## config.mk

```make
export PLATFORM = sky130hd
export DESIGN_NAME = icsp_frame_bit_sequencer
export DESIGN_NICKNAME = d
export VERILOG_FILES = /design/src/hw/rtl/icsp_pkg.sv /design/src/hw/rtl/icsp_front.sv /design/src/hw/rtl/icsp_fifo.sv /design/src/hw/rtl/icsp_back.sv /design/src/hw/rtl/icsp_frame_bit_sequencer.sv
export SDC_FILE = /design/constraint.sdc
export NUM_CORES = 1
export LEC_CHECK = 0
export BUFFER_PORTS_ARGS = -buffer_cell sky130_fd_sc_hd__buf_2
export CORE_UTILIZATION = 60
export CTS_CLUSTER_DIAMETER = 150
export DETAILED_ROUTE_END_ITERATION = 10
export PLACE_DENSITY = 0.89
export RECOVER_POWER = 100
export SLEW_MARGIN = 40
export SYNTH_ARGS = -nofsm -noshare
export SYNTH_HDL_FRONTEND = slang
export SYNTH_HIERARCHICAL = 1
export SYNTH_SLANG_ARGS = --single-unit
```

## constraint.sdc

```tcl
create_clock -name clk_i -period 18.3 [get_ports clk_i]
set_input_delay 4.575 -clock clk_i [delete_from_list [all_inputs] [get_ports clk_i]]
set_output_delay 4.575 -clock clk_i [all_outputs]
set_load 0.02 [all_outputs]
```

## src/hw/rtl/icsp_pkg.sv

```systemverilog
package icsp_pkg;

  // Frame queue and frame field sizing
  localparam int QUEUE_DEPTH = 16;
  localparam int MAX_BITS    = 40;
  localparam int DELAY_WIDTH = 12;

  localparam int QIDX_W = $clog2(QUEUE_DEPTH);
  localparam int CNT_W  = $clog2(QUEUE_DEPTH + 1);
  localparam int LEN_W  = $clog2(MAX_BITS + 1);
  localparam int BIDX_W = $clog2(MAX_BITS);
  localparam int BC_W   = $clog2(MAX_BITS + (1 << DELAY_WIDTH) + 1);

  // Port field widths
  localparam int LEN_IN_W   = 6;
  localparam int BITS_IN_W  = 40;
  localparam int DELAY_IN_W = 12;

  // Received word: bits WORD_FIRST .. WORD_FIRST+WORD_BITS-1 of the shift register
  localparam int RX_W       = 16;
  localparam int RX_IDX_W   = $clog2(RX_W);
  localparam int WORD_BITS  = 14;
  localparam int WORD_FIRST = 1;

  // Depth of the item queue between front and back
  localparam int ITEM_FIFO_DEPTH = 2;

  // Item opcodes
  localparam logic OP_PUSH = 1'b0;
  localparam logic OP_TICK = 1'b1;

  typedef struct packed {
    logic                   dir_in;
    logic [LEN_W-1:0]       len;
    logic [MAX_BITS-1:0]    bits;
    logic [DELAY_WIDTH-1:0] delay;
    logic                   mclr_n;
  } frame_t;

  typedef struct packed {
    logic   tick;
    logic   dat_in;
    frame_t frame;
  } item_t;

  typedef struct packed {
    logic                 clk_pin;
    logic                 dat_out;
    logic                 dat_drive;
    logic                 mclr_n_pin;
    logic                 word_valid;
    logic [WORD_BITS-1:0] read_word;
    logic                 frame_advanced;
    logic                 list_done;
    logic                 push_accepted;
  } result_t;

endpackage

```

## src/hw/rtl/icsp_front.sv

```systemverilog
module icsp_front (
  input  logic                            op_i,
  input  logic                            frame_dir_in_i,
  input  logic [icsp_pkg::LEN_IN_W-1:0]   frame_bits_len_i,
  input  logic [icsp_pkg::BITS_IN_W-1:0]  frame_bits_i,
  input  logic [icsp_pkg::DELAY_IN_W-1:0] frame_post_delay_i,
  input  logic                            frame_mclr_n_i,
  input  logic                            dat_in_i,
  output icsp_pkg::item_t                 item_o
);
  import icsp_pkg::*;

  logic len_over;

  // Saturate the length to the longest frame the sequencer handles
  assign len_over = (int'(frame_bits_len_i) > MAX_BITS);

  // Classify the word and pack the frame in its stored form
  always_comb begin
    item_o.tick         = (op_i == OP_TICK);
    item_o.dat_in       = dat_in_i;
    item_o.frame.dir_in = frame_dir_in_i;
    item_o.frame.len    = len_over ? LEN_W'(MAX_BITS) : LEN_W'(frame_bits_len_i);
    item_o.frame.bits   = MAX_BITS'(frame_bits_i);
    item_o.frame.delay  = DELAY_WIDTH'(frame_post_delay_i);
    item_o.frame.mclr_n = frame_mclr_n_i;
  end

endmodule

```

## src/hw/rtl/icsp_fifo.sv

```systemverilog
module icsp_fifo (
  input  logic            clk_i,
  input  logic            rst_ni,
  input  logic            push_valid_i,
  output logic            push_ready_o,
  input  icsp_pkg::item_t push_item_i,
  output logic            pop_valid_o,
  input  logic            pop_ready_i,
  output icsp_pkg::item_t pop_item_o
);
  import icsp_pkg::*;

  localparam int PTR_W  = (ITEM_FIFO_DEPTH > 1) ? $clog2(ITEM_FIFO_DEPTH) : 1;
  localparam int FCNT_W = $clog2(ITEM_FIFO_DEPTH + 1);

  item_t             mem_q [ITEM_FIFO_DEPTH];
  logic [PTR_W-1:0]  wr_ptr_q, wr_ptr_d;
  logic [PTR_W-1:0]  rd_ptr_q, rd_ptr_d;
  logic [FCNT_W-1:0] cnt_q, cnt_d;
  logic              do_push, do_pop;

  assign push_ready_o = (cnt_q != FCNT_W'(ITEM_FIFO_DEPTH));
  assign pop_valid_o  = (cnt_q != '0);
  assign pop_item_o   = mem_q[rd_ptr_q];
  assign do_push      = push_valid_i && push_ready_o;
  assign do_pop       = pop_valid_o && pop_ready_i;

  // Advance pointers with wrap and track fill level
  always_comb begin
    wr_ptr_d = wr_ptr_q;
    rd_ptr_d = rd_ptr_q;
    cnt_d    = cnt_q;
    if (do_push) begin
      wr_ptr_d = (wr_ptr_q == PTR_W'(ITEM_FIFO_DEPTH - 1)) ? '0 : wr_ptr_q + 1'b1;
    end
    if (do_pop) begin
      rd_ptr_d = (rd_ptr_q == PTR_W'(ITEM_FIFO_DEPTH - 1)) ? '0 : rd_ptr_q + 1'b1;
    end
    if (do_push && !do_pop) begin
      cnt_d = cnt_q + 1'b1;
    end else if (do_pop && !do_push) begin
      cnt_d = cnt_q - 1'b1;
    end
  end

  always_ff @(posedge clk_i or negedge rst_ni) begin
    if (!rst_ni) begin
      wr_ptr_q <= '0;
      rd_ptr_q <= '0;
      cnt_q    <= '0;
    end else begin
      wr_ptr_q <= wr_ptr_d;
      rd_ptr_q <= rd_ptr_d;
      cnt_q    <= cnt_d;
    end
  end

  // Store incoming words
  always_ff @(posedge clk_i) begin
    if (do_push) begin
      mem_q[wr_ptr_q] <= push_item_i;
    end
  end

endmodule

```

## src/hw/rtl/icsp_back.sv

```systemverilog
module icsp_back (
  input  logic              clk_i,
  input  logic              rst_ni,
  input  logic              item_valid_i,
  output logic              item_ready_o,
  input  icsp_pkg::item_t   item_i,
  output logic              out_valid_o,
  input  logic              out_ready_i,
  output icsp_pkg::result_t result_o
);
  import icsp_pkg::*;

  localparam int SUM_W = QIDX_W + 1;

  // Frame store; cur_q mirrors the entry at the head
  frame_t            mem_q [QUEUE_DEPTH];
  frame_t            cur_q, cur_d;
  logic [QIDX_W-1:0] head_q, head_d;
  logic [CNT_W-1:0]  count_q, count_d;
  logic [BC_W-1:0]   bc_q, bc_d;
  logic              clk_q, clk_d;
  logic              dat_q, dat_d;
  logic              drv_q, drv_d;
  logic              mclr_q, mclr_d;
  logic [RX_W-1:0]   shift_q, shift_d;
  logic              emit_q, emit_d;
  logic              out_valid_q, out_valid_d;
  result_t           res_q, res_d;

  logic              take;
  logic              wr_en;
  logic [QIDX_W-1:0] wr_idx;
  logic [QIDX_W-1:0] next_idx;
  logic [SUM_W-1:0]  tail_sum;
  frame_t            next_frame;
  logic [BC_W-1:0]   total;
  logic [MAX_BITS-1:0] bits_shr;

  assign item_ready_o = !out_valid_q || out_ready_i;
  assign take         = item_valid_i && item_ready_o;
  assign out_valid_o  = out_valid_q;
  assign result_o     = res_q;

  // Queue addressing with wrap at any depth
  assign next_idx   = (head_q == QIDX_W'(QUEUE_DEPTH - 1)) ? '0 : head_q + 1'b1;
  assign tail_sum   = SUM_W'(head_q) + SUM_W'(count_q);
  assign wr_idx     = (tail_sum >= SUM_W'(QUEUE_DEPTH)) ?
                      QIDX_W'(tail_sum - SUM_W'(QUEUE_DEPTH)) : QIDX_W'(tail_sum);
  assign next_frame = mem_q[next_idx];
  assign total      = BC_W'(cur_q.len) + BC_W'(cur_q.delay);
  assign bits_shr   = cur_q.bits >> bc_q[BIDX_W-1:0];

  // Sequence one word: queue a frame or step the current one
  always_comb begin
    cur_d   = cur_q;
    head_d  = head_q;
    count_d = count_q;
    bc_d    = bc_q;
    clk_d   = clk_q;
    dat_d   = dat_q;
    drv_d   = drv_q;
    mclr_d  = mclr_q;
    shift_d = shift_q;
    emit_d  = emit_q;
    wr_en   = 1'b0;
    res_d   = res_q;

    if (take) begin
      res_d.word_valid     = 1'b0;
      res_d.read_word      = '0;
      res_d.frame_advanced = 1'b0;
      res_d.list_done      = 1'b0;
      res_d.push_accepted  = 1'b0;

      if (!item_i.tick) begin
        // Queue the frame unless full; an empty queue applies it at once
        if (count_q != CNT_W'(QUEUE_DEPTH)) begin
          wr_en               = 1'b1;
          count_d             = count_q + 1'b1;
          res_d.push_accepted = 1'b1;
          if (count_q == '0) begin
            cur_d  = item_i.frame;
            drv_d  = !item_i.frame.dir_in;
            mclr_d = item_i.frame.mclr_n;
          end
        end
      end else if (count_q != '0) begin
        // Bit phase: falling edge samples and counts, rising edge drives
        if (bc_q < BC_W'(cur_q.len)) begin
          if (clk_q) begin
            clk_d = 1'b0;
            if (cur_q.dir_in && (bc_q < BC_W'(RX_W)) && item_i.dat_in) begin
              shift_d = shift_q | (RX_W'(1) << bc_q[RX_IDX_W-1:0]);
            end
            bc_d = bc_q + 1'b1;
          end else begin
            if (!cur_q.dir_in) begin
              dat_d = bits_shr[0];
            end
            clk_d = 1'b1;
          end
        end else if (bc_q < total) begin
          // Post-delay phase
          bc_d = bc_q + 1'b1;
        end

        // Hand out the received word once all bits are in
        if (cur_q.dir_in && (bc_d >= BC_W'(cur_q.len)) && !emit_q) begin
          res_d.word_valid = 1'b1;
          res_d.read_word  = shift_d[WORD_FIRST +: WORD_BITS];
          emit_d           = 1'b1;
        end

        // Retire the frame and load the next one
        if ((bc_d >= total) && (!cur_q.dir_in || emit_d)) begin
          res_d.frame_advanced = 1'b1;
          head_d  = next_idx;
          count_d = count_q - 1'b1;
          bc_d    = '0;
          shift_d = '0;
          emit_d  = 1'b0;
          if (count_q == CNT_W'(1)) begin
            res_d.list_done = 1'b1;
          end else begin
            cur_d  = next_frame;
            drv_d  = !next_frame.dir_in;
            mclr_d = next_frame.mclr_n;
          end
        end
      end

      res_d.clk_pin    = clk_d;
      res_d.dat_out    = dat_d;
      res_d.dat_drive  = drv_d;
      res_d.mclr_n_pin = mclr_d;
    end
  end

  // Hold the result until taken
  always_comb begin
    out_valid_d = out_valid_q;
    if (take) begin
      out_valid_d = 1'b1;
    end else if (out_ready_i) begin
      out_valid_d = 1'b0;
    end
  end

  always_ff @(posedge clk_i or negedge rst_ni) begin
    if (!rst_ni) begin
      head_q      <= '0;
      count_q     <= '0;
      bc_q        <= '0;
      clk_q       <= 1'b0;
      dat_q       <= 1'b0;
      drv_q       <= 1'b1;
      mclr_q      <= 1'b0;
      shift_q     <= '0;
      emit_q      <= 1'b0;
      out_valid_q <= 1'b0;
    end else begin
      head_q      <= head_d;
      count_q     <= count_d;
      bc_q        <= bc_d;
      clk_q       <= clk_d;
      dat_q       <= dat_d;
      drv_q       <= drv_d;
      mclr_q      <= mclr_d;
      shift_q     <= shift_d;
      emit_q      <= emit_d;
      out_valid_q <= out_valid_d;
    end
  end

  // Payload registers
  always_ff @(posedge clk_i) begin
    cur_q <= cur_d;
    res_q <= res_d;
    if (wr_en) begin
      mem_q[wr_idx] <= item_i.frame;
    end
  end

endmodule

```

## src/hw/rtl/icsp_frame_bit_sequencer.sv

```systemverilog
// Each word passes through the item queue and then the back sequencer's output register before its result is valid.
// Throughput: one word per cycle while each result is taken; the back sequencer settles each word as it is accepted.
// A two-entry item queue separates intake from sequencing, plus one output register.
// Reset: frame queue empty, clock and data low, data driven, reset pin low, no result.
// Frame store contents are undefined after reset and are read only once written.
module icsp_frame_bit_sequencer (
  input  logic                            clk_i,
  input  logic                            rst_ni,
  input  logic                            in_valid_i,
  output logic                            in_ready_o,
  input  logic                            op_i,
  input  logic                            frame_dir_in_i,
  input  logic [icsp_pkg::LEN_IN_W-1:0]   frame_bits_len_i,
  input  logic [icsp_pkg::BITS_IN_W-1:0]  frame_bits_i,
  input  logic [icsp_pkg::DELAY_IN_W-1:0] frame_post_delay_i,
  input  logic                            frame_mclr_n_i,
  input  logic                            dat_in_i,
  output logic                            out_valid_o,
  input  logic                            out_ready_i,
  output logic                            clk_pin_o,
  output logic                            dat_out_o,
  output logic                            dat_drive_o,
  output logic                            mclr_n_pin_o,
  output logic                            word_valid_o,
  output logic [icsp_pkg::WORD_BITS-1:0]  read_word_o,
  output logic                            frame_advanced_o,
  output logic                            list_done_o,
  output logic                            push_accepted_o
);
  import icsp_pkg::*;

  item_t   front_item;
  item_t   back_item;
  logic    back_valid;
  logic    back_ready;
  result_t result;

  icsp_front u_front (
    .op_i               (op_i),
    .frame_dir_in_i     (frame_dir_in_i),
    .frame_bits_len_i   (frame_bits_len_i),
    .frame_bits_i       (frame_bits_i),
    .frame_post_delay_i (frame_post_delay_i),
    .frame_mclr_n_i     (frame_mclr_n_i),
    .dat_in_i           (dat_in_i),
    .item_o             (front_item)
  );

  icsp_fifo u_fifo (
    .clk_i        (clk_i),
    .rst_ni       (rst_ni),
    .push_valid_i (in_valid_i),
    .push_ready_o (in_ready_o),
    .push_item_i  (front_item),
    .pop_valid_o  (back_valid),
    .pop_ready_i  (back_ready),
    .pop_item_o   (back_item)
  );

  icsp_back u_back (
    .clk_i        (clk_i),
    .rst_ni       (rst_ni),
    .item_valid_i (back_valid),
    .item_ready_o (back_ready),
    .item_i       (back_item),
    .out_valid_o  (out_valid_o),
    .out_ready_i  (out_ready_i),
    .result_o     (result)
  );

  assign clk_pin_o        = result.clk_pin;
  assign dat_out_o        = result.dat_out;
  assign dat_drive_o      = result.dat_drive;
  assign mclr_n_pin_o     = result.mclr_n_pin;
  assign word_valid_o     = result.word_valid;
  assign read_word_o      = result.read_word;
  assign frame_advanced_o = result.frame_advanced;
  assign list_done_o      = result.list_done;
  assign push_accepted_o  = result.push_accepted;

endmodule

```

# [Word level (Yosys, flattened, before mapping)]
# Memory sizes are Yosys's and may differ from the RTL's.
# Cells that the tools add are included.
[word_totals] out_inout_bits=24 ram_bits=1084 ff_bits=129 memories=2
[classes] reduce_logical=36 n_bitwise=1 n_eq_ne=7 n_mux=66 add_sub_neg=11 order_cmp=7 n_shift=2
[mem_list] memory="u_back.mem_q" depth=16 word_bits=60 rd=1 rd_clocked_by_memory_dff=0 wr=1 line="icsp_back.sv:16" source="frame_t mem_q [QUEUE_DEPTH];"
[mem_list] memory="u_fifo.mem_q" depth=2 word_bits=62 rd=1 rd_clocked_by_memory_dff=0 wr=1 line="icsp_fifo.sv:16" source="item_t mem_q [ITEM_FIFO_DEPTH];"
[ops] operator="$mux 60" n=6
[ops] operator="$mux 13" n=7
[ops] operator="$mux 16" n=4
[ops] operator="$shr 40x6->1" n=1
[ops] operator="$mux 1" n=38
[ops] operator="$mux 5" n=4
[ops] operator="$or 16x16->16" n=1
[ops] operator="$reduce_bool 2->1" n=8
[ops] operator="$shl 1x4->16 const A" n=1
[ops] operator="$mux 15" n=1
[ops] operator="$add 13x1->13 const B" n=1
[ops] operator="$add 6x12->13" n=1
[ops] operator="$ge 13x13->1" n=1
[ops] operator="$ge 13x6->1" n=1
[ops] operator="$lt 13x13->1" n=1
[ops] operator="$lt 13x5->1 const B" n=1
[ops] operator="$lt 13x6->1" n=1
[ops] operator="$reduce_and 6->1" n=2
[ops] operator="$logic_and 1x1->1" n=9
[ops] operator="$reduce_and 3->1" n=3
[ops] operator="$mux 4" n=2
[ops] operator="$ne 2x2->1 const B" n=4
[ops] operator="$reduce_and 4->1" n=2
[ops] operator="$logic_not 1->1" n=7
[ops] operator="19 further kinds" n=23

# [Logic depth before layout (Yosys ltp)]
# Gate-level depths: netlist of run 1.
[logic_depth] word_depth=19 ltp_mapped=34

# [By module]
# Netlist of run 1, hierarchy kept.
[modules_own_cells] mod="icsp_back" area_per_inst_um2=43422.9 instances=1 cells_each=2016
[modules_own_cells] mod="icsp_fifo" area_per_inst_um2=4968.5 instances=1 cells_each=211
[modules_own_cells] mod="icsp_front" area_per_inst_um2=469.2 instances=1 cells_each=63

# [Least setup slack after synthesis of run 1]
# No wires, ideal clock.
[synth_path] path_kind="input to register" from="input out_ready_i" to="register u_back/cur_q[10] in the netlist's numbering (enable)" path_buffers=1 setup_time_ns=0.582 arrival_time_ns=10.267 required_time_ns=17.718 cell_stages=7 path_slack_ns=7.450 cell_sequence="nand2b_1 -> nand2_1 -> clkinv_1 -> and2_1 -> clkbuf_1 -> nor2_2 -> a311oi_1"
[synth_via] elab_chain_len=3
[synth_rtl] item="start, declared" line="icsp_frame_bit_sequencer.sv:19" source="input logic out_ready_i,"
[synth_rtl] item="$logic_or 1x1->1" line="icsp_back.sv:39" source="assign item_ready_o = !out_valid_q || out_ready_i;"
[synth_rtl] item="$logic_and 1x1->1" line="icsp_back.sv:40" source="assign take = item_valid_i && item_ready_o;"
[synth_rtl] item="$reduce_and 6->1 (no line)"
[synth_rtl] item="end signal, assigned" line="icsp_back.sv:177" source="cur_q <= cur_d;"
[synth_rtl] item="end, declared" line="icsp_back.sv:17" source="frame_t cur_q, cur_d;"
# No other way between the ends.
# A chain may end at the register's enable or synchronous reset.

# [Worst setup path in the final report of run 1]
[layout_path] from="input out_ready_i" to="memory u_back/mem_q[8][54] in the netlist's numbering (enable)"
[layout_via] elab_chain_len=5
[layout_rtl] item="$logic_or 1x1->1" line="icsp_back.sv:39"
[layout_rtl] item="via back_ready" line="icsp_frame_bit_sequencer.sv:35" source="logic back_ready;"
[layout_rtl] item="$logic_and 1x1->1" line="icsp_back.sv:40"
[layout_rtl] item="$mux 1" line="icsp_back.sv:68" source="if (take) begin"
[layout_rtl] item="$mux 1" line="icsp_back.sv:179" source="if (wr_en) begin"
[layout_rtl] item="$mux 1 (not written as such)" line="icsp_back.sv:180" source="mem_q[wr_idx] <= item_i.frame;"
[layout_rtl] item="end, declared" line="icsp_back.sv:16"
# The timed path passes the listed nets, and every way through them passes these cells.

==> qor.csv, run 1 <==
stage;metric;value;unit
global_route;grt_max_degree;68;
clock_tree;htree_num_levels;3;
layout;fin_util;0.6634;
global_route;grt_antenna_before_repair;1;
power;p_sw_frac;0.3234;
global_route;met1_usage;0.3647;
yosys;ys_ff_latch;1211;
layout;fin_cells;3538;
die;die-area;0.08258;mm2
power;combPwrFrac;0.333;
die;initial_core_util;0.6066;
yosys;syn_inst;2290;
layout;nets;2504;
sta;tightest_slew;5.195;ns
die;core-area;0.08055;mm2
sta;drv_slew;1404;
global_route;grt_pass1_wl;168.2;mm
power;pwr-share-seq;0.421;
placed_design;dp_hpwl;59.82;mm
clock_tree;clockRootBuffer;clkbuf_16;
global_route;grt_pass1_vias;25014;
sta;finalSetupTns;0;ns
yosys;ys.flop_type;edfxtp_1;
global_route;met3_usage;0.04714;
global_route;grt-busiest-layer;met2;
worst_setup_path;path_max_fanout;35;
sta;max_freq;87.18;MHz
sta;skew;0.05505;ns
worst_setup_path;cp_slowest_cell;clkbuf_1;
clock_tree;cts_tree;yes;
routing;routedWlPerCell;33.03;um
worst_setup_path;crit_top_cell;clkbuf_1;
worst_setup_path;crit_chain;buf_2 > nand2b_1 > nand2_1 > clkinv_1 > clkbuf_1 > and2_0 > or3b_2 > nor2_1 > clkbuf_1 > clkbuf_1;
power;p_clk_frac;0.246;
power;power.internal;0.006504;W
yosys;synth_area_per_cell;21.34;um2
sta;timing.final.crit_period;11.47;ns
clock_tree;cts_buffers;114;
yosys;synth_cell_type_count;72;
global_route;met2_usage;0.4928;
die;fp.dieW;287.4;um
routing;ant_nets;0;
sta;final_hold_viol_count;0;
clock_tree;cts.sinks;1211;
die;fp-row-count;104;
worst_setup_path;crit_path_end_kind;register;
yosys;synth-edff-count;1165;
clock_tree;ctsResizeCount;0;
worst_hold_path;worstHoldPathType;register to register;
layout;syn_to_final_growth;9.359;%
clock_tree;insertion_delay;0.72;ns
worst_setup_path;path_class;input port to register;
sta;rsz0062_at_grt;no;
clock_tree;cts.clk_slew.worst_paths;0.06;ns
yosys;yosysSeqAreaShare;0.7396;
global_route;overflow;0;
placed_design;io_buffers;89;
layout;layout_commonest_cell;edfxtp_1;
worst_setup_path;max_stage_delay;2.30;ns
outcome;violations;capacitance limit, slew limit;
sta;whs;0.5114;ns
layout;layout_common_cells;edfxtp_1 (1165), mux4_2 (308), clkbuf_16 (114);
routing;viasPerCell;6.812;
worst_setup_path;cp.required;18.52;ns
routing;drcViolationCount;0;
clock_tree;cts_buffer_depth;3;
outcome;status;finished, violations left;
routing;drt_iter0_drc;2810;
layout;drive_above_1_share;0.2414;
routing;drt_wl_total;116.8;mm
yosys;synthTopCellsByArea;edfxtp_1 (72%), mux4_2 (14%), dfrtp_1 (2.3%);
worst_setup_path;arrival;11.69;ns
sta;slew_headroom;-2.463;
run;maxCapViolCount;34;
yosys;ys_warn_count;6;
placed_design;place_congestion;0.8403;
die;ioPinCount;90;
placed_design;dp.cells;3321;
yosys;async_flop_share;0.03799;
sta;final.period_utilization;0.6268;
die;fp.dieH;287.4;um
yosys;syn-cell-area;0.04886;mm2
clock_tree;postCtsHoldBufs;0;
worst_setup_path;start_kind;input port;
yosys;yosysTopAreaCellShare;0.7160;
routing;vias;24101;
layout;fill_cells;4720;
global_route;grt_usage;0.2874;
yosys;yosysTopAreaCell;edfxtp_1;
clock_tree;cts_setup_buffers;0;
power;p_sw;0.003109;W
yosys;synth_nets;2413;
sta;setup_violations;0;
power;vdd_drop_max;0.0001195;V
power;power_density;179.9;mW/mm2
routing;drt_pass1_iterations;6;
power;p_leak;17.28;nW
worst max-delay path, delay by kind of cell:
family	cells	cell delay, ns
buffers and inverters	5	4.36
and+or+nand+nor	5	2.71
Yosys cell counts, drive strengths merged, types with 2 or more instances:
| cell | instances |
|---|---|
| edfxtp | 1165 |
| mux4 | 308 |
| mux2 | 125 |
| buf | 87 |
| clkbuf | 75 |
| nor2 | 72 |
| nand2 | 59 |
| ha | 55 |
| a21oi | 47 |
| dfrtp | 45 |
| o21ai | 28 |
| xnor2 | 24 |
| nand3 | 21 |
| inv | 20 |
| a21o | 16 |
| xor2 | 14 |
| a31oi | 13 |
| nand2b | 12 |
| nor2b | 11 |
| and3 | 10 |
| a211oi | 9 |
| mux2i | 8 |
| and2 | 7 |
| nor3 | 6 |
| nor4 | 6 |
| o21a | 4 |
| o31ai | 3 |
| or2 | 3 |
| a21boi | 2 |
| a31o | 2 |
| clkinv | 2 |
| fa | 2 |
| nand3b | 2 |
| nand4 | 2 |
| nor4b | 2 |
| o211ai | 2 |
| o22a | 2 |
| o22ai | 2 |
| or3b | 2 |
through the flow:
step | cell area (um2) | setup WS (ns) | total power, W
final | 53430 | 6.829 | 0.009612
after global routing | 53430 | 6.370 | 0.009909
after CTS | 54150 | 10.81 | 0.009690
after detailed placement | 50440 | 10.15 | 0.007244
after global placement | 50140 | 10.06 | 0.007000
after floorplan | 48860 | 7.450 | 0.006304
state kept, by name (all words and copies together) (netlist names), 2 cells and up:
register         flops
u_back/bc_q         13
u_fifo/mem_q       124
u_back/head_q        4
u_back/mem_q       960
u_back/shift_q      14
u_fifo/cnt_q         2
u_back/result_o     22
u_back/count_q       5
u_back/cur_q        59
power groups by stage:
stage | registers (W) | clock network (W) | logic (W)
floorplan | 0.00399 | 0 | 0.00231
global placement | 0.00399 | 0 | 0.00301
detailed placement | 0.00403 | 0 | 0.00321
CTS | 0.00400 | 0.00238 | 0.00331
global route | 0.00407 | 0.00249 | 0.00335
finish | 0.00404 | 0.00237 | 0.00320
path summary, 6_finish.rpt:
kind	cells past startpoint	startpoint	endpoint	slack, ns
hold reg to reg	2	u_back/shift_q[10]	u_back/shift_q[10]	0.51
setup / recovery	10	out_ready_i	u_back/mem_q[8][54]	6.83
min in group asynchronous	1	rst_ni	u_back/bc_q[7]	4.67
hold / removal	2	u_back/shift_q[10]	u_back/shift_q[10]	0.51
setup reg to reg	32	u_back/cur_q[53]	u_back/cur_q[23]	6.97
max in group asynchronous	1	rst_ni	u_back/bc_q[3]	11.99
layout make-up:
cell class / count / area (um2) / share of cell area
Sequential cell: 1211 / 36140 / 0.6763
Multi-Input combinational cell: 895 / 11530 / 0.2158
Clock buffer: 131 / 2917 / 0.05458
Tap cell: 1060 / 1326 / 0.02482
Clock inverter: 81 / 800.8 / 0.01499
Timing Repair Buffer: 137 / 636.9 / 0.01192
Inverter: 22 / 82.58 / 0.001545
Antenna cell: 1 / 2.502 / 0.00004683
layer usage:
| layer | vias up | wire (um) | share of wire |
|---|---|---|---|
| met2 | 1725 | 60860 | 0.52 |
| met1 | 12489 | 40300 | 0.34 |
| met4 | 0 | 4790 | 0.041 |
| met3 | 326 | 10900 | 0.093 |
| met5 | - | 0 | 0 |
| li1 | 9561 | - | - |
kinds of logic after synthesis:
logic type,after synthesis,share of synthesized area
flops,1211,0.7396
simple gates,218,0.02128
buf+inv,184,0.02118
compound gates,140,0.01885
fa+ha+maj,58,0.01513
xor+xnor,38,0.006965
mux,441,0.1770
Power figures use the tool's default switching activity.
==> inputs of run 2 (changes only) <==
- CORE_UTILIZATION: 60 -> 56
- PLACE_DENSITY: 0.89 -> 0.87
- clock period: 18.3 -> 9.7 ns (I/O delays scaled with it)
==> run 2 against run 1 <==
Compared with the run above: the flow still finishes with violations (capacitance limit, slew limit); combinational power grew 87%; register-to-register slack lost 5.8 ns; hold slack lost 0.034 ns; setup slack lost 5.7 ns; clock-buffer cell count grew 5; sequential share of layout area shrank 0.25 points; utilization shrank 3.8 points; critical endpoint is now u_back/mem_q[8][21].
==> qor.csv, run 2 (same netlist as run 1, synthesis figures left out) <==
stage;metric;value;unit;change
worst_setup_path;crit_path_end_kind;register;;
clock_tree;htree_num_levels;3;;unchanged
sta;finalSetupTns;0;ns;unchanged
worst_setup_path;path_class;register to register;;
layout;layout_commonest_cell;edfxtp_1;;
worst_setup_path;cp.required;9.99;ns;-8.53 ns
layout;layout_common_cells;edfxtp_1 (1165), mux4_2 (308), clkbuf_16 (114);;
worst_setup_path;path_max_fanout;34;;-2.9%
clock_tree;ctsResizeCount;0;;unchanged
global_route;grt_max_degree;122;;+79%
outcome;violations;capacitance limit, slew limit;;
routing;vias;23918;;-0.76%
die;fp.dieW;297.4;um;+3.5%
routing;drt_iter0_drc;2825;;+0.53%
clock_tree;clockRootBuffer;clkbuf_16;;
die;ioPinCount;90;;unchanged
placed_design;place_congestion;0.8491;;+1.0%
routing;routedWlPerCell;32.31;um;-2.2%
worst_hold_path;worstHoldPathType;register to register;;
clock_tree;cts.sinks;1211;;unchanged
sta;final.period_utilization;0.8812;;
die;initial_core_util;0.5694;;-0.03724
routing;viasPerCell;6.598;;-3.1%
sta;skew;0.03231;ns;-0.02274 ns
clock_tree;cts.clk_slew.worst_paths;0.06;ns;about the same
clock_tree;postCtsHoldBufs;0;;unchanged
sta;drv_slew;1024;;-27%
worst_setup_path;start_kind;register;;
clock_tree;cts_tree;yes;;
global_route;grt_usage;0.2676;;-0.01983
die;fp.dieH;297.4;um;+3.5%
placed_design;dp_hpwl;58.35;mm;-2.5%
routing;drt_pass1_iterations;5;;-1
layout;largest_reg_flops;960;;unchanged
outcome;status;finished, violations left;;
sta;rsz0062_at_grt;no;;
worst_setup_path;arrival;8.84;ns;-2.85 ns
layout;fill_cells;5446;;+15%
placed_design;io_buffers;89;;unchanged
sta;whs;0.4773;ns;-0.03413 ns
global_route;grt_antenna_before_repair;5;;+4
clock_tree;insertion_delay;0.71;ns;about the same
sta;final_hold_viol_count;0;;unchanged
routing;drt_wl_total;117.1;mm;+0.23%
power;vdd_drop_max;0.0003241;V;+170%
die;die-area;0.08843;mm2;+7.1%
power;power_density;336.0;mW/mm2;+87%
layout;reg_top3;u_back/mem_q (960), u_fifo/mem_q (124), u_back/cur_q (59);;
global_route;grt_pass1_wl;170.9;mm;+1.6%
routing;ant_nets;0;;unchanged
sta;setup_violations;0;;unchanged
layout;top_register;u_back/mem_q;;
die;fp-row-count;107;;+2.9%
sta;slew_headroom;-1.552;;+0.9110
run;maxCapViolCount;35;;+2.9%
routing;drcViolationCount;0;;unchanged
power;p_leak;17.43;nW;+0.90%
clock_tree;cts_buffers;114;;unchanged
clock_tree;cts_buffer_depth;3;;unchanged
global_route;grt_pass1_vias;25180;;+0.66%
sta;timing.final.crit_period;8.548;ns;
layout;nets;2504;;unchanged
sta;tightest_slew;3.829;ns;-1.367 ns
sta;max_freq;117.0;MHz;
layout;syn_to_final_growth;9.769;%;
die;core-area;0.08582;mm2;+6.5%
global_route;overflow;0;;unchanged
layout;drive_above_1_share;0.2380;;-0.003422
clock_tree;cts_setup_buffers;0;;unchanged
-- run 2: cell count changes in the layout (fill, tap and decap cells not counted), moves of 6 or more --
cell | before | now
buf_12 | 0 | 7
clkbuf_1 | 104 | 91
clkinv_2 | 22 | 28
clkinvlp_4 | 11 | 2
mux2_1 | 78 | 92
mux2_2 | 46 | 32
nor2_1 | 62 | 70
nor2_4 | 8 | 0
-- run 2: final cells by class --
class	count	area, um2	area share
repair buffers	137	807.0	0.01505
well taps	1144	1431	0.02669
clock inverters	78	743.2	0.01386
clock buffers	136	2935	0.05473
inverters	22	82.58	0.001540
multi-input cells	895	11490	0.2143
flip-flops and latches	1211	36140	0.6738
diodes	2	5.005	0.00009331
-- run 2: path summary, 6_finish.rpt --
path | from | to | slack (ns) | depth (start not counted)
min | u_back/dat_q | u_back/dat_q | 0.48 | 2
max | u_fifo/rd_ptr_q | u_back/mem_q[8][21] | 1.15 | 7
max in group asynchronous | rst_ni | u_back/head_q[2] | 5.73 | 1
max reg2reg | u_fifo/rd_ptr_q | u_back/mem_q[8][21] | 1.15 | 7
min reg2reg | u_back/dat_q | u_back/dat_q | 0.48 | 2
min in group asynchronous | rst_ni | u_back/bc_q[6] | 2.52 | 1
-- run 2: power breakdown --
group	internal, W	switching [W]
Clock	0.00247	0.00199
Sequential	0.00724	0.000334
Combinational	0.00250	0.00349
Total	0.0122	0.00581
-- run 2: critical path, stage by stage, from the launching register on --
cell and delay (ns):
dfrtp_1 1.34, mux2_1 1.07, a31oi_1 0.55, and2_0 0.50, or3b_2 0.58, nor2_1 1.18, clkbuf_1 1.64, clkbuf_2 1.23
-- run 2: per-stage QoR --
step | std cells | worst slack, ns | power, W | util | cell area, um2
2_1_floorplan | 2290 | 1.447 | 0.01189 | - | 48870
3_3_place_gp | 3397 | 2.594 | 0.01320 | 0.5859 | 50280
3_5_place_dp | 3406 | 2.307 | 0.01362 | 0.5886 | 50510
4_1_cts | 3620 | 2.160 | 0.01824 | 0.6314 | 54190
5_1_grt | 3624 | 0.9389 | 0.01858 | 0.6250 | 53630
6_report | 3625 | 1.152 | 0.01802 | 0.6250 | 53630
-- run 2: routing by layer --
metal / vias up / wire length (um) / track usage
met3: 279 / 11780 / 0.05047
met2: 1648 / 60230 / 0.4527
li1: 9582 / - / -
met4: 4 / 4224 / 0.1035
met5: - / 32 / 0
met1: 12405 / 40850 / 0.3458
==> inputs of run 3 (changes only) <==
- PLACE_DENSITY: 0.87 -> 0.72
==> run 3 against run 2 <==
Compared with the run above: the run still ends with capacitance limit, slew limit left; clock power fell by 1%; highest routed layer is now met4; die area unchanged; final area is 0.12% higher; total power decreased by 1.9%; register-to-register slack better by 0.41 ns; cell count up 0.25%; critical path depth is 1 higher; sequential power fell by 1%; clock skew decreased by 0.0077 ns; largest power group unchanged; setup slack gained 0.41 ns; global-route usage is 3.2 points lower.
==> qor.csv, run 3 (same netlist as run 1, synthesis figures left out) <==
stage;metric;value;unit;change
outcome;status;finished, violations left;;
outcome;violations;capacitance limit, slew limit;;
placed_design;io_buffers;89;;unchanged
run;maxCapViolCount;23;;-34%
placed_design;place_congestion;0.8420;;-0.84%
clock_tree;postCtsHoldBufs;0;;unchanged
routing;drt_iter0_drc;2431;;-14%
worst_hold_path;worstHoldPathType;register to register;;
routing;vias;22743;;-4.9%
clock_tree;htree_num_levels;3;;unchanged
layout;fin_cells;3634;;+0.25%
layout;diodes;0;;-2
layout;largest_reg_flops;960;;unchanged
worst_setup_path;path_class;register to register;;
die;ioPinCount;90;;unchanged
layout;drive_above_1_share;0.2438;;+0.005776
sta;finalSetupTns;0;ns;unchanged
global_route;grt_pass1_wl;152.9;mm;-11%
layout;layout_common_cells;edfxtp_1 (1165), mux4_2 (308), clkbuf_16 (118);;
clock_tree;cts.clk_slew.worst_paths;0.06;ns;about the same
clock_tree;cts_setup_buffers;0;;unchanged
die;initial_core_util;0.5694;;unchanged
routing;ant_nets;0;;unchanged
global_route;grt_usage;0.2358;;-0.03179
worst_setup_path;cp_slowest_cell;clkbuf_1;;
worst_setup_path;critical_path.top_delay_family;buffers and inverters;;
clock_tree;insertion_delay;0.68;ns;-0.03 ns
layout;nets;2515;;+0.44%
routing;drt_wl_total;101.8;mm;-13%
worst_setup_path;regToRegSetupSlack;1.56;ns;+0.41 ns
placed_design;dp_hpwl;53.63;mm;-8.1%
sta;timing.final.crit_period;8.141;ns;-0.4071 ns
clock_tree;cts_buffer_depth;3;;unchanged
worst_setup_path;cp.required;9.99;ns;about the same
worst_setup_path;crit_chain;mux2_1 > buf_16 > a31oi_1 > and2_0 > nand3b_1 > nor2_4 > clkbuf_1 > clkbuf_2;;
sta;max_freq;122.8;MHz;+5.0%
sta;skew;0.02466;ns;-0.007656 ns
die;die-area;0.08843;mm2;unchanged
sta;final_hold_viol_count;0;;unchanged
routing;viasPerCell;6.258;;-5.1%
worst_setup_path;startpoint;u_fifo/rd_ptr_q;;
worst_setup_path;cp.depth;8;;+1
sta;rsz0062_at_grt;no;;
clock_tree;cts_tree;yes;;
clock_tree;cts.sinks;1211;;unchanged
power;p_leak;17.46;nW;+0.14%
routing;drt_pass1_iterations;5;;unchanged
global_route;grt_antenna_before_repair;1;;-4
routing;drcViolationCount;0;;unchanged
worst_setup_path;crit_path_end_kind;register;;
worst_setup_path;reg2regPathDepth;8;;+1
power;power_density;329.1;mW/mm2;-2.0%
power;vdd_drop_max;0.0002858;V;-12%
global_route;grt_max_degree;95;;-22%
die;fp.dieH;297.4;um;unchanged
worst_setup_path;path_max_fanout;52;;+53%
global_route;grt_pass1_vias;23517;;-6.6%
worst_setup_path;timing.rr.end;u_back/mem_q[13][25];;
layout;top_register;u_back/mem_q;;
routing;routedWlPerCell;28.02;um;-13%
sta;slew_headroom;-2.376;;-0.8239
clock_tree;ctsResizeCount;0;;unchanged
worst_setup_path;worst-path-buf-inv;3;;+1
sta;tightest_slew;5.064;ns;+1.236 ns
die;fp-row-count;107;;unchanged
worst_setup_path;arrival;8.43;ns;-0.41 ns
sta;final.period_utilization;0.8392;;-0.04197
worst_setup_path;max_stage_delay;2.45;ns;+0.81 ns
sta;setup_violations;0;;unchanged
clock_tree;cts_buffers;117;;+2.6%
layout;layout_commonest_cell;edfxtp_1;;
layout;fin_util;0.6257;;+0.0007290
die;core-area;0.08582;mm2;unchanged
placed_design;dp.cells;3414;;+0.23%
worst_setup_path;worstReg2RegStart;u_fifo/rd_ptr_q;;
worst_setup_path;setup.worst_path.end;u_back/mem_q[13][25];;
layout;syn_to_final_growth;9.897;%;
die;fp.dieW;297.4;um;unchanged
layout;reg_top3;u_back/mem_q (960), u_fifo/mem_q (124), u_back/cur_q (59);;
layout;fill_cells;5773;;+6.0%
global_route;overflow;0;;unchanged
clock_tree;clockRootBuffer;clkbuf_16;;
sta;drv_slew;776;;-24%
worst_setup_path;start_kind;register;;
run 3: how the worst min path moves through the flow:
stage	startpoint	endpoint	cells after the start
after floorplan	u_back/dat_q	u_back/dat_q	2
after global placement	u_back/dat_q	u_back/dat_q	2
after detailed placement	u_back/dat_q	u_back/dat_q	2
after CTS	u_back/dat_q	u_back/dat_q	2
after global routing	u_fifo/wr_ptr_q	u_fifo/wr_ptr_q	1
final	u_back/dat_q	u_back/dat_q	2
run 3: layer usage:
| layer | GRT usage | vias to the layer above | part of all wire |
|---|---|---|---|
| li1 | - | 9618 | - |
| met1 | 0.3384 | 12004 | 0.41 |
| met2 | 0.3851 | 956 | 0.50 |
| met3 | 0.03155 | 165 | 0.073 |
| met4 | 0.06554 | 0 | 0.023 |
| met5 | 0 | - | 0 |
run 3: worst reg2reg max path, stage by stage (launching register included):
cell and delay (ns):
dfrtp_1 1.25, mux2_1 1.06, buf_16 0.54, a31oi_1 0.32, and2_0 0.40, nand3b_1 0.33
nor2_4 0.15, clkbuf_1 2.45, clkbuf_2 1.25
run 3: layout make-up:
class	count	area, um2	area share
inverter	22	82.58	0.001538
timing repair buffer	145	800.8	0.01491
multi-input combinational	895	11520	0.2146
sequential	1211	36140	0.6730
tap	1144	1431	0.02666
clock buffer	146	3068	0.05713
clock inverter	71	655.6	0.01221
run 3: power breakdown:
group / switching (W) / internal [W] / total, W
Sequential: 0.000253 / 0.00723 / 0.00749
Clock: 0.00187 / 0.00253 / 0.00440
Combinational: 0.00328 / 0.00251 / 0.00578
Total: 0.00540 / 0.0123 / 0.0177
run 3: metrics by stage:
step | hold slack, ns | cell area [um2] | total power (W) | worst slack [ns]
3_5_place_dp | 0.4674 | 50510 | 0.01359 | 2.393
4_1_cts | 0.4870 | 54240 | 0.01799 | 2.347
2_1_floorplan | 0.4418 | 48870 | 0.01189 | 1.447
6_report | 0.4819 | 53700 | 0.01767 | 1.559
5_1_grt | 0.5161 | 53700 | 0.01843 | 1.041
3_3_place_gp | 0.4676 | 50390 | 0.01337 | 2.531
